## config.mk

```make
export PLATFORM = sky130hd
export DESIGN_NAME = panel_weighted_demean
export DESIGN_NICKNAME = d
export VERILOG_FILES = /design/src/rtl/pwd_pkg.sv /design/src/rtl/panel_weighted_demean.sv
export VERILOG_INCLUDE_DIRS = /design/src /design/src/rtl
export SDC_FILE = /design/constraint.sdc
export NUM_CORES = 2
export LEC_CHECK = 0
export ABC_AREA = 1
export BUFFER_PORTS_ARGS = -buffer_cell sky130_fd_sc_hd__buf_4
export CAP_MARGIN = 15
export CELL_PAD_IN_SITES_DETAIL_PLACEMENT = 1
export CELL_PAD_IN_SITES_GLOBAL_PLACEMENT = 1
export CORE_MARGIN = 3
export CORE_UTILIZATION = 40
export DETAILED_ROUTE_END_ITERATION = 12
export GPL_TIMING_DRIVEN = 0
export PLACE_DENSITY = 0.65
export SLEW_MARGIN = 25
export SYNTH_ARGS = -nofsm -noshare
export SYNTH_HDL_FRONTEND = slang
export SYNTH_SLANG_ARGS = --single-unit
```

## constraint.sdc

```tcl
create_clock -name i_clk -period 7.35 [get_ports i_clk]
set_input_delay 0.3675 -clock i_clk [delete_from_list [all_inputs] [get_ports i_clk]]
set_output_delay 0.3675 -clock i_clk [all_outputs]
set_load 0.02 [all_outputs]
```

## src/rtl/panel_weighted_demean_assert.svh

```systemverilog
// Assertion macros for the panel weighted demean block.
`ifndef PANEL_WEIGHTED_DEMEAN_ASSERT_SVH
`define PANEL_WEIGHTED_DEMEAN_ASSERT_SVH

// Check a consequence in the same cycle as its antecedent.
`define PWD_ASSERT_NOW(lbl, ante, cons, msg) \
    lbl: assert property (@(posedge i_clk) disable iff (!i_rst_n) (ante) |-> (cons)) \
        else $error(msg);

// Check a consequence in the cycle after its antecedent.
`define PWD_ASSERT_NEXT(lbl, ante, cons, msg) \
    lbl: assert property (@(posedge i_clk) disable iff (!i_rst_n) (ante) |=> (cons)) \
        else $error(msg);

`endif

```

## src/rtl/pwd_pkg.sv

```systemverilog
// Types and constants for the panel weighted demean block.
`default_nettype none

package pwd_pkg;

    localparam int VAL_W  = 32;
    localparam int WGT_W  = 16;
    localparam int PROD_W = VAL_W + WGT_W + 1;
    localparam int SUM_W  = 54;
    localparam int WT_W   = 22;
    localparam int DIV_CNT_W = 6;

    localparam logic [VAL_W-1:0] SAT_MAX = 32'h7FFF_FFFF;
    localparam logic [VAL_W-1:0] SAT_MIN = 32'h8000_0000;

    typedef struct packed {
        logic signed [VAL_W-1:0] sample_value;
        logic [WGT_W-1:0]        sample_weight;
        logic                    last_in_panel;
    } t_req;

    typedef struct packed {
        logic signed [VAL_W-1:0] centered_value;
        logic                    last_of_run;
        logic                    zero_weight_flag;
        logic                    overflow_flag;
    } t_result;

endpackage

`default_nettype wire

```

## src/rtl/panel_weighted_demean.sv

```systemverilog
// Panel weighted demean: stores a panel, divides out its weighted mean, emits centered values.
//
// Usage: a request (value, weight, last mark) is taken on a clock edge where start is
// high and busy is low. While a panel is open, requests are taken every cycle that
// start is high and produce no result. The request marked last_in_panel, or the
// PANEL_MAX-th request, closes the panel and raises busy. The block then adds the final
// product, prepares the divide, runs a restoring divider one quotient bit per cycle,
// forms the mean and reads the panel memory once per cycle, one entry for each of the
// n samples in the panel. Results come out on o_result, one per cycle with
// o_result_valid high for that cycle; each memory read passes through r_rd_data and then
// the o_result register. The receiver cannot stall. Busy drops in the cycle after the
// last read is issued. Synchronous active-low reset empties the panel and clears all
// control state; the memory itself is not cleared, only entries written in the current
// panel are read.
`default_nettype none

module panel_weighted_demean #(
    parameter int PANEL_MAX = 64
) (
    input  wire              i_clk,
    input  wire              i_rst_n,
    input  wire              start,
    input  pwd_pkg::t_req    i_req,
    output logic             busy,
    output logic             o_result_valid,
    output pwd_pkg::t_result o_result
);
    import pwd_pkg::*;

    localparam int AW = (PANEL_MAX > 1) ? $clog2(PANEL_MAX) : 1;
    localparam int CW = $clog2(PANEL_MAX + 1);

    localparam logic [2:0] S_LOAD  = 3'd0;
    localparam logic [2:0] S_ACC   = 3'd1;
    localparam logic [2:0] S_SETUP = 3'd2;
    localparam logic [2:0] S_DIV   = 3'd3;
    localparam logic [2:0] S_FIN   = 3'd4;
    localparam logic [2:0] S_EMIT  = 3'd5;

    logic [VAL_W-1:0] r_mem [PANEL_MAX];

    logic [2:0]                r_state;
    logic [AW-1:0]             r_count;
    logic [WT_W-1:0]           r_wt;
    logic signed [SUM_W-1:0]   r_sum;
    logic                      r_prod_vld;
    logic signed [PROD_W-1:0]  r_prod;
    logic [CW-1:0]             r_n;
    logic                      r_ovf;
    logic                      r_zero;
    logic                      r_neg;
    logic [SUM_W-1:0]          r_dvd;
    logic [WT_W-1:0]           r_rem;
    logic [DIV_CNT_W-1:0]      r_bit;
    logic [VAL_W-1:0]          r_mean;
    logic [AW-1:0]             r_rd_idx;
    logic                      r_rd_vld;
    logic                      r_rd_last;
    logic [VAL_W-1:0]          r_rd_data;

    logic                      w_accept;
    logic [CW-1:0]             w_count_inc;
    logic                      w_full;
    logic                      w_close;
    logic [CW-1:0]             w_rd_inc;
    logic                      w_rd_done;
    logic signed [PROD_W-1:0]  w_prod;
    logic [SUM_W-1:0]          w_abs;
    logic [WT_W:0]             w_rem_sh;
    logic [WT_W+1:0]           w_trial;
    logic [SUM_W-1:0]          w_q;
    logic [VAL_W:0]            w_diff;
    logic [VAL_W-1:0]          w_sat;

    assign busy        = (r_state != S_LOAD);
    assign w_accept    = start && !busy;
    assign w_count_inc = {{(CW-AW){1'b0}}, r_count} + CW'(1);
    assign w_full      = (w_count_inc == CW'(PANEL_MAX));
    assign w_close     = i_req.last_in_panel || w_full;
    assign w_rd_inc    = {{(CW-AW){1'b0}}, r_rd_idx} + CW'(1);
    assign w_rd_done   = (w_rd_inc == r_n);

    assign w_prod = $signed(i_req.sample_value) * $signed({1'b0, i_req.sample_weight});

    assign w_abs = r_sum[SUM_W-1] ? (SUM_W'(0) - $unsigned(r_sum)) : $unsigned(r_sum);

    // shift one dividend bit into the partial remainder and trial-subtract
    assign w_rem_sh = {r_rem, r_dvd[SUM_W-1]};
    assign w_trial  = {1'b0, w_rem_sh} - {2'b00, r_wt};

    assign w_q = r_neg ? (SUM_W'(0) - r_dvd) : r_dvd;

    assign w_diff = {r_rd_data[VAL_W-1], r_rd_data} - {r_mean[VAL_W-1], r_mean};
    assign w_sat  = (w_diff[VAL_W] != w_diff[VAL_W-1])
                  ? (w_diff[VAL_W] ? SAT_MIN : SAT_MAX)
                  : w_diff[VAL_W-1:0];

    // panel memory: write on accept, read during emit
    always_ff @(posedge i_clk) begin
        if (w_accept) begin
            r_mem[r_count] <= i_req.sample_value;
        end
        if (r_state == S_EMIT) begin
            r_rd_data <= r_mem[r_rd_idx];
        end
    end

    // control state
    always_ff @(posedge i_clk) begin
        if (!i_rst_n) begin
            r_state        <= S_LOAD;
            r_count        <= '0;
            r_wt           <= '0;
            r_sum          <= '0;
            r_prod_vld     <= 1'b0;
            r_bit          <= '0;
            r_rd_idx       <= '0;
            r_rd_vld       <= 1'b0;
            o_result_valid <= 1'b0;
        end else begin
            r_prod_vld     <= w_accept;
            r_rd_vld       <= (r_state == S_EMIT);
            o_result_valid <= r_rd_vld;
            if (r_prod_vld) begin
                r_sum <= r_sum + {{(SUM_W-PROD_W){r_prod[PROD_W-1]}}, r_prod};
            end
            case (r_state)
                S_LOAD: begin
                    if (w_accept) begin
                        r_wt <= r_wt + {{(WT_W-WGT_W){1'b0}}, i_req.sample_weight};
                        if (w_close) begin
                            r_count <= '0;
                            r_state <= S_ACC;
                        end else begin
                            r_count <= w_count_inc[AW-1:0];
                        end
                    end
                end
                S_ACC: begin
                    r_state <= S_SETUP;
                end
                S_SETUP: begin
                    r_bit   <= '0;
                    r_state <= S_DIV;
                end
                S_DIV: begin
                    r_bit <= r_bit + DIV_CNT_W'(1);
                    if (r_bit == DIV_CNT_W'(SUM_W - 1)) begin
                        r_state <= S_FIN;
                    end
                end
                S_FIN: begin
                    r_rd_idx <= '0;
                    r_state  <= S_EMIT;
                end
                S_EMIT: begin
                    r_rd_idx <= w_rd_inc[AW-1:0];
                    if (w_rd_done) begin
                        r_sum   <= '0;
                        r_wt    <= '0;
                        r_state <= S_LOAD;
                    end
                end
                default: begin
                    r_state <= S_LOAD;
                end
            endcase
        end
    end

    // datapath registers
    always_ff @(posedge i_clk) begin
        if (w_accept) begin
            r_prod <= w_prod;
            if (w_close) begin
                r_n   <= w_count_inc;
                r_ovf <= w_full && !i_req.last_in_panel;
            end
        end
        case (r_state)
            S_SETUP: begin
                r_neg  <= r_sum[SUM_W-1];
                r_dvd  <= w_abs;
                r_rem  <= '0;
                r_zero <= (r_wt == '0);
            end
            S_DIV: begin
                if (!w_trial[WT_W+1]) begin
                    r_rem <= w_trial[WT_W-1:0];
                    r_dvd <= {r_dvd[SUM_W-2:0], 1'b1};
                end else begin
                    r_rem <= w_rem_sh[WT_W-1:0];
                    r_dvd <= {r_dvd[SUM_W-2:0], 1'b0};
                end
            end
            S_FIN: begin
                r_mean <= r_zero ? '0 : w_q[VAL_W-1:0];
            end
            default: begin
            end
        endcase
        r_rd_last                 <= w_rd_done;
        o_result.centered_value   <= w_sat;
        o_result.last_of_run      <= r_rd_last;
        o_result.zero_weight_flag <= r_zero;
        o_result.overflow_flag    <= r_ovf;
    end

`include "panel_weighted_demean_assert.svh"

    `PWD_ASSERT_NOW(a_rem_bound, r_state == S_DIV && r_wt != '0, r_rem < r_wt, "remainder too big")
    `PWD_ASSERT_NEXT(a_gap, o_result_valid && o_result.last_of_run, !o_result_valid, "late result")
    `PWD_ASSERT_NOW(a_count_cap, r_state == S_LOAD, int'(r_count) < PANEL_MAX, "count overflow")

endmodule

`default_nettype wire

```

### Word level (Yosys, flattened, before mapping)

Memories as Yosys holds them, arrays and structs flattened. A register that Yosys moved wholly into a read port is not among the register bits.
Index checks and enable logic that the tools add are counted.
Widths: inputs -> output; s select.

* $add $sub $neg: 9
* multiply operators: 1
* div/mod/pow operators: 0
* $lt $le $gt $ge: 0
* equal/unequal tests: 13
* shift-type cells: 0
* mux-type cells: 24
* bitwise gates (word level): 0
* reduce and logical (&&, ||, !) cells: 15

Operator list (count)
* $mux 54: 4
* $pmux 54 s2: 1
* $mux 32: 3
* $pmux 22 s2: 2
* $mux 22: 3
* $add 54x54->54: 1
* $sub 1x54->54 const A: 1
* $mul 32x17->49: 1
* $sub 32x32->33: 1
* $sub 1x32->32 const A: 1
* $pmux 6 s2: 2
* $sub 23x22->24: 1
* $add 22x16->22: 1
* $logic_not 22->1: 1
* $pmux 3 s6: 1
* $add 6x1->7 const B: 2
* $mux 3: 4
* $ne 2x2->1 const B: 4
* $eq 7x7->1: 1
* $eq 7x7->1 const B: 1
* $add 6x1->6 const B: 1
* $eq 3x2->1 const B: 2
* $eq 3x3->1 const B: 2
* $eq 6x6->1 const B: 1
* 13 further kinds: 20

* register bits after elaboration: 303
* latch bits: 0
* memory bits (writable): 2048
* ROM bits: 0
* input port bits: 52
* output and inout port bits: 37
* logic and storage cells: 85
* memories kept: 1

Memory list
* r_mem: words 64, width 32, rd ports 1, clocked after memory_dff 1, write ports 1, line panel_weighted_demean.sv:40 `logic [VAL_W-1:0] r_mem [PANEL_MAX];`

### Longest topological paths before layout

* word-level depth: 6
* depth in mapped cells: 26
* depth with buffers taken out: 25

### Worst setup path after synthesis

Ideal clock, no wire load.

* kind: input port to flip-flop
* start: input i_req[48] (netlist bit)
* end: register r_prod[42], data pin
* library setup time: 259 ps
* data arrival time: 5634 ps
* required time: 7091 ps
* path slack: 1457 ps
* cell stages on the path: 20
* buffers on the path: 2
* path through: clkbuf_1 clkbuf_1 nand2_1 fa_1 inv_1 fa_1 inv_1 fa_1 fa_1 fa_1 fa_1 inv_1 ha_1 nand2_1 nor2_1 inv_1 nor4_1 o21ai_0 nand3_1 xor2_1

* word-level cells in the longest chain between the ends: 1

RTL lines
* start: declaration: line panel_weighted_demean.sv:23 `input pwd_pkg::t_req i_req,`
* $mul 32x17->49: line panel_weighted_demean.sv:83 `assign w_prod = $signed(i_req.sample_value) * $signed({1'b0, i_req.sample_weight});`
* net w_prod[42]: line panel_weighted_demean.sv:67 `logic signed [PROD_W-1:0] w_prod;`
* end signal: assignment: line panel_weighted_demean.sv:174 `r_prod <= w_prod;`
* end: declaration: line panel_weighted_demean.sv:47 `logic signed [PROD_W-1:0] r_prod;`

The timed path passes the listed nets, and every way through them passes these cells.
A chain may end at the register's enable or synchronous reset.

### Worst setup path after layout

* start: input i_req[36] (netlist bit)
* end: register r_prod[47], data pin

Same word-level chain as after synthesis.

==> impl_summary.txt <==
----------------------------------------------------
[Run status]
  Run status ... finished with violations
  Violated checks ... hold timing

[STA]
  Slew at the pin with the worst max-slew slack ... ~1.2 ns
  Final number of hold-violating endpoints ... 7
  Shortest clock period the worst path allows after layout ... 7.17 ns
  Final hold slack ... -0.00565 ns
  Max-slew headroom ... 0.187
  Setup WS post-layout ... 0.182 ns
  Post-route fraction of the period consumed by the critical path ... 0.975
  Post-route clock skew ... roughly 0.15 ns
  Top achievable clock speed ... between 100 and 150 MHz
  Sum of negative setup slack ... 0 ns
  Setup-violating endpoint count in the final report ... 0
  Final Max Slew Viols ... 0

[Critical path]
  Setup slack, reg-to-reg ... between 2 and 2.5 ns
  Gate family responsible for the most delay along the worst path ... adder cells
  Crit-path slowest cell ... fa_1
  CP peak stage delay ... ~0.66 ns
  Critical Path RT ... between 7 and 8 ns
  Number of buffer and inverter stages on the critical path ... 8
  Category of the most critical setup path ... input port to register
  Cells along the critical path ... dlygate4sd3_1 -> buf_6 -> clkbuf_1 -> clkbuf_2 -> nand2_1 -> fa_1 -> inv_1 -> fa_1 -> fa_1 -> inv_1 -> fa_1 -> fa_1 -> fa_1 -> inv_1 -> ha_1 -> inv_1 -> o21bai_1 -> a21oi_1 -> a21boi_0 -> o21ai_0 -> nand2_1 -> nand3_1 -> xor2_1
  Arrival time of the worst setup path ... a little under 8 ns
  Startpoint type of the worst setup path ... input port
  CP max FO ... 10
  RR Startpoint ... r_rd_idx[1]
  End of the worst register-to-register path ... r_rd_data[18]
  Count of cells along the worst register-to-register path ... 10
  Endpoint type of the worst setup path ... register
  Most repeated library cell on the critical path ... fa_1

[Flow run]
  # Max-Cap Violations ... 0

[Routing]
  Number of antenna-violating nets in the routed design ... 0
  Routed length per placed instance ... around 34 um
  Number of remaining DRC errors ... 0
  Drt first pass iters ... 6
  Via count ... 99,500
  Starting DRT DRC Count ... 14,100
  Final routed wirelength across all metal layers ... 557,000 um
  Via-per-instance ratio ... just over 6

[Global routing]
  Global route hottest layer ... met2
  Wire length of the first global-routing pass ... 748,000 um
  Via count of the first global-routing pass ... 99,500
  Maximum number of pins on one net before global-route repair ... 72
  Grt total ovfl ... 0
  Global routing usage on met3 ... 0.0816
  Met1 Usage GRT ... 0.458
  Number of antenna violations at the first check in global routing ... 59
  GRT met2 Usage ... 0.508
  GRT Util Overall ... 0.339

[Floorplan]
  Top-level port count ... 89
  FP Rows ... 202
  Die extent in y ... 558 um
  Horiz. Die Dim ... ~560 um
  Starting density of the core ... 0.402
  Core footprint ... about 300,000 um2
  Die outline area ... 311,000 um2

[Pwr]
  Maximum vdd drop ... around 0.65 mV
  Cell internal power dissipation ... 0.0311 W
  Switching power as a share of total power ... 0.447
  Ratio of total power to cell area ... 399 nW/um2
  Leakage power of the design ... 53.7 nW
  Sw Pwr ... 0.0252 W
  Gate power share ... 0.482
  Proportion of power drawn by the clock network ... 0.222
  Sequential power share ... 0.296

[Yosys]
  Gate count after technology mapping ... around 11,000
  Share of synthesized flip-flops with an asynchronous set or reset ... 0
  Largest area contributor in the netlist ... edfxtp_1
  Count of flip-flops with a built-in enable after synthesis ... roughly 2,200
  Warning count from the yosys run ... 0
  Flops & latches, synth ... 2,383
  Dominant register cell in the synthesized netlist ... edfxtp_1
  Leading post-synthesis cells by cell area ... edfxtp_1, fa_1, o21ai_0
  Portion of synthesized cell area occupied by the leading cell type ... 0.554
  Number of different library cells in the post-synthesis netlist ... 58
  Most frequent cells after synthesis ... edfxtp_1, nand2_1, nor2_1
  Synthesized Nets ... 12,300
  Sequential element share of the synthesized area ... 0.576
  Cell with the most instances after synthesis ... edfxtp_1
  Mean cell area of the mapped netlist ... about 11 um2
  Mapped Area ... between 100,000 and 150,000 um2

[Clock tree]
  Clock Root Buffer ... clkbuf_16
  Clock tree buffer depth ... 4
  Clock-pin slew on the worst setup and hold paths ... 0.06 ns
  Num CTS Buffers ... 247
  Sinks on Clock Net ... between 2,000 and 2,500
  Latest clock arrival within the worst-skew pair ... just under 1 ns
  Buffers inserted by post-CTS timing repair ... 0
  CTS tree ... done
  H-tree lvl count ... 4

[Placed design]
  IO Port Bufs ... 87
  Placer's final routability congestion estimate ... 0.981
  DPL Wire Length ... 386,000 um
  Pre-CTS WS ... -1.29 ns

[Hold path]
  Class of the worst hold path ... input port to register
  Min-Delay Path Depth ... 1
  Worst Min Path Start ... i_req[48]
  End of the worst hold path ... r_mem[23][31]

[Final layout]
  Final cell utilization of the core ... 0.466
  Area Overhead vs Synth ... 15.8%
  Number of nets in the layout ... 12,900
  Layout cell share with drive strength beyond 1 ... 0.0738

----------------------------------------------------
[flip-flops by register name, summed over array words and instances (netlist names)]
register and flops:
r_mem 2048, r_dvd 54, r_sum 54, r_prod 49, o_result 35, r_mean 32, r_rd_data 32, r_rem 22
r_wt 22, r_n 7, r_bit 6, r_count 6, r_rd_idx 6, r_state 3, o_result_valid 1, r_neg 1
r_ovf 1, r_prod_vld 1, r_rd_last 1, r_rd_vld 1, r_zero 1
[stage by stage]
step                cells  total power (W)  area (um2)
floorplan           11500           0.0320      122000
global placement    15600           0.0428      127000
detailed placement  15700           0.0433      132000
CTS                 16200           0.0557      140000
global route        16300           0.0591      141000
finish              16300           0.0563      141000
[routing by layer]
layer  vias up  routed length (um)
met1     50800              215000
met3      1367               69900
met4        22               35500
met2      6265              236000
met5         -                 147
li1      41000                   -
[cells in the final DEF, fill, tap and decap left out, drive strengths merged, types with 12 or more instances in the layout]
cell / instances
diode: 41
o221ai: 255
buf: 440
clkbuf: 783
clkinv: 101
bufinv: 20
o21bai: 32
nand4: 76
inv: 1372
a21o: 13
fa: 493
a21oi: 325
dlygate4sd3: 51
edfxtp: 2247
dfxtp: 136
nand2: 1561
ha: 246
o211ai: 262
clkinvlp: 12
nand3: 440
xnor2: 40
a31oi: 15
o22ai: 258
xor2: 101
nor2: 1541
nor3: 80
nor4: 16
o21a: 13
nand3b: 17
o21ai: 1278
[power groups by stage]
stage | clock [W] | combinational (W) | sequential, W
finish | 0.0125 | 0.0271 | 0.0167
floorplan | 0 | 0.0153 | 0.0167
global placement | 0 | 0.0259 | 0.0170
global route | 0.0131 | 0.0293 | 0.0167
CTS | 0.0125 | 0.0265 | 0.0167
detailed placement | 0 | 0.0263 | 0.0170
[final cells by class]
cell class	count	area [um2]
diodes	41	103
plain buffers	624	2620
clock buffers	306	6460
clock inverters	139	1310
fillers	32700	162000
inverters	1366	5130
multi-input cells	7112	44500
flip-flops and latches	2383	70200
well taps	3978	4980
repair buffers	344	5900
[cell families after synthesis]
kind of cell,after synthesis,share of synthesized area
simple gates,3748,0.124
buf+inv,1994,0.0632
compound gates,2482,0.120
flops,2383,0.576
xor+xnor,142,0.0103
fa+ha+maj,739,0.106
mux,1,0.0000821
[how the worst max path moves through the flow]
| stage | from | depth (start not counted) | end | slack (ns) |
|---|---|---|---|---|
| after detailed placement | i_req[48] | 21 | r_prod[47] | -1.29 |
| after global placement | r_state[0] | 8 | r_mem[31][11] | -2.03 |
| after floorplan | i_req[48] | 20 | r_prod[42] | 1.46 |
| after CTS | i_req[40] | 23 | r_prod[47] | 0.02 |
| final | i_req[36] | 23 | r_prod[47] | 0.18 |
| after global routing | i_req[48] | 20 | r_prod[47] | -0.03 |
[repair_timing]
item                                    in CTS  in global routing
endpoints found under the setup margin       7                 13
hold endpoints to repair                   115                192
hold buffers                                36                 63
gates resized for setup                      8                 43
(Power assumes the default switching activity.)
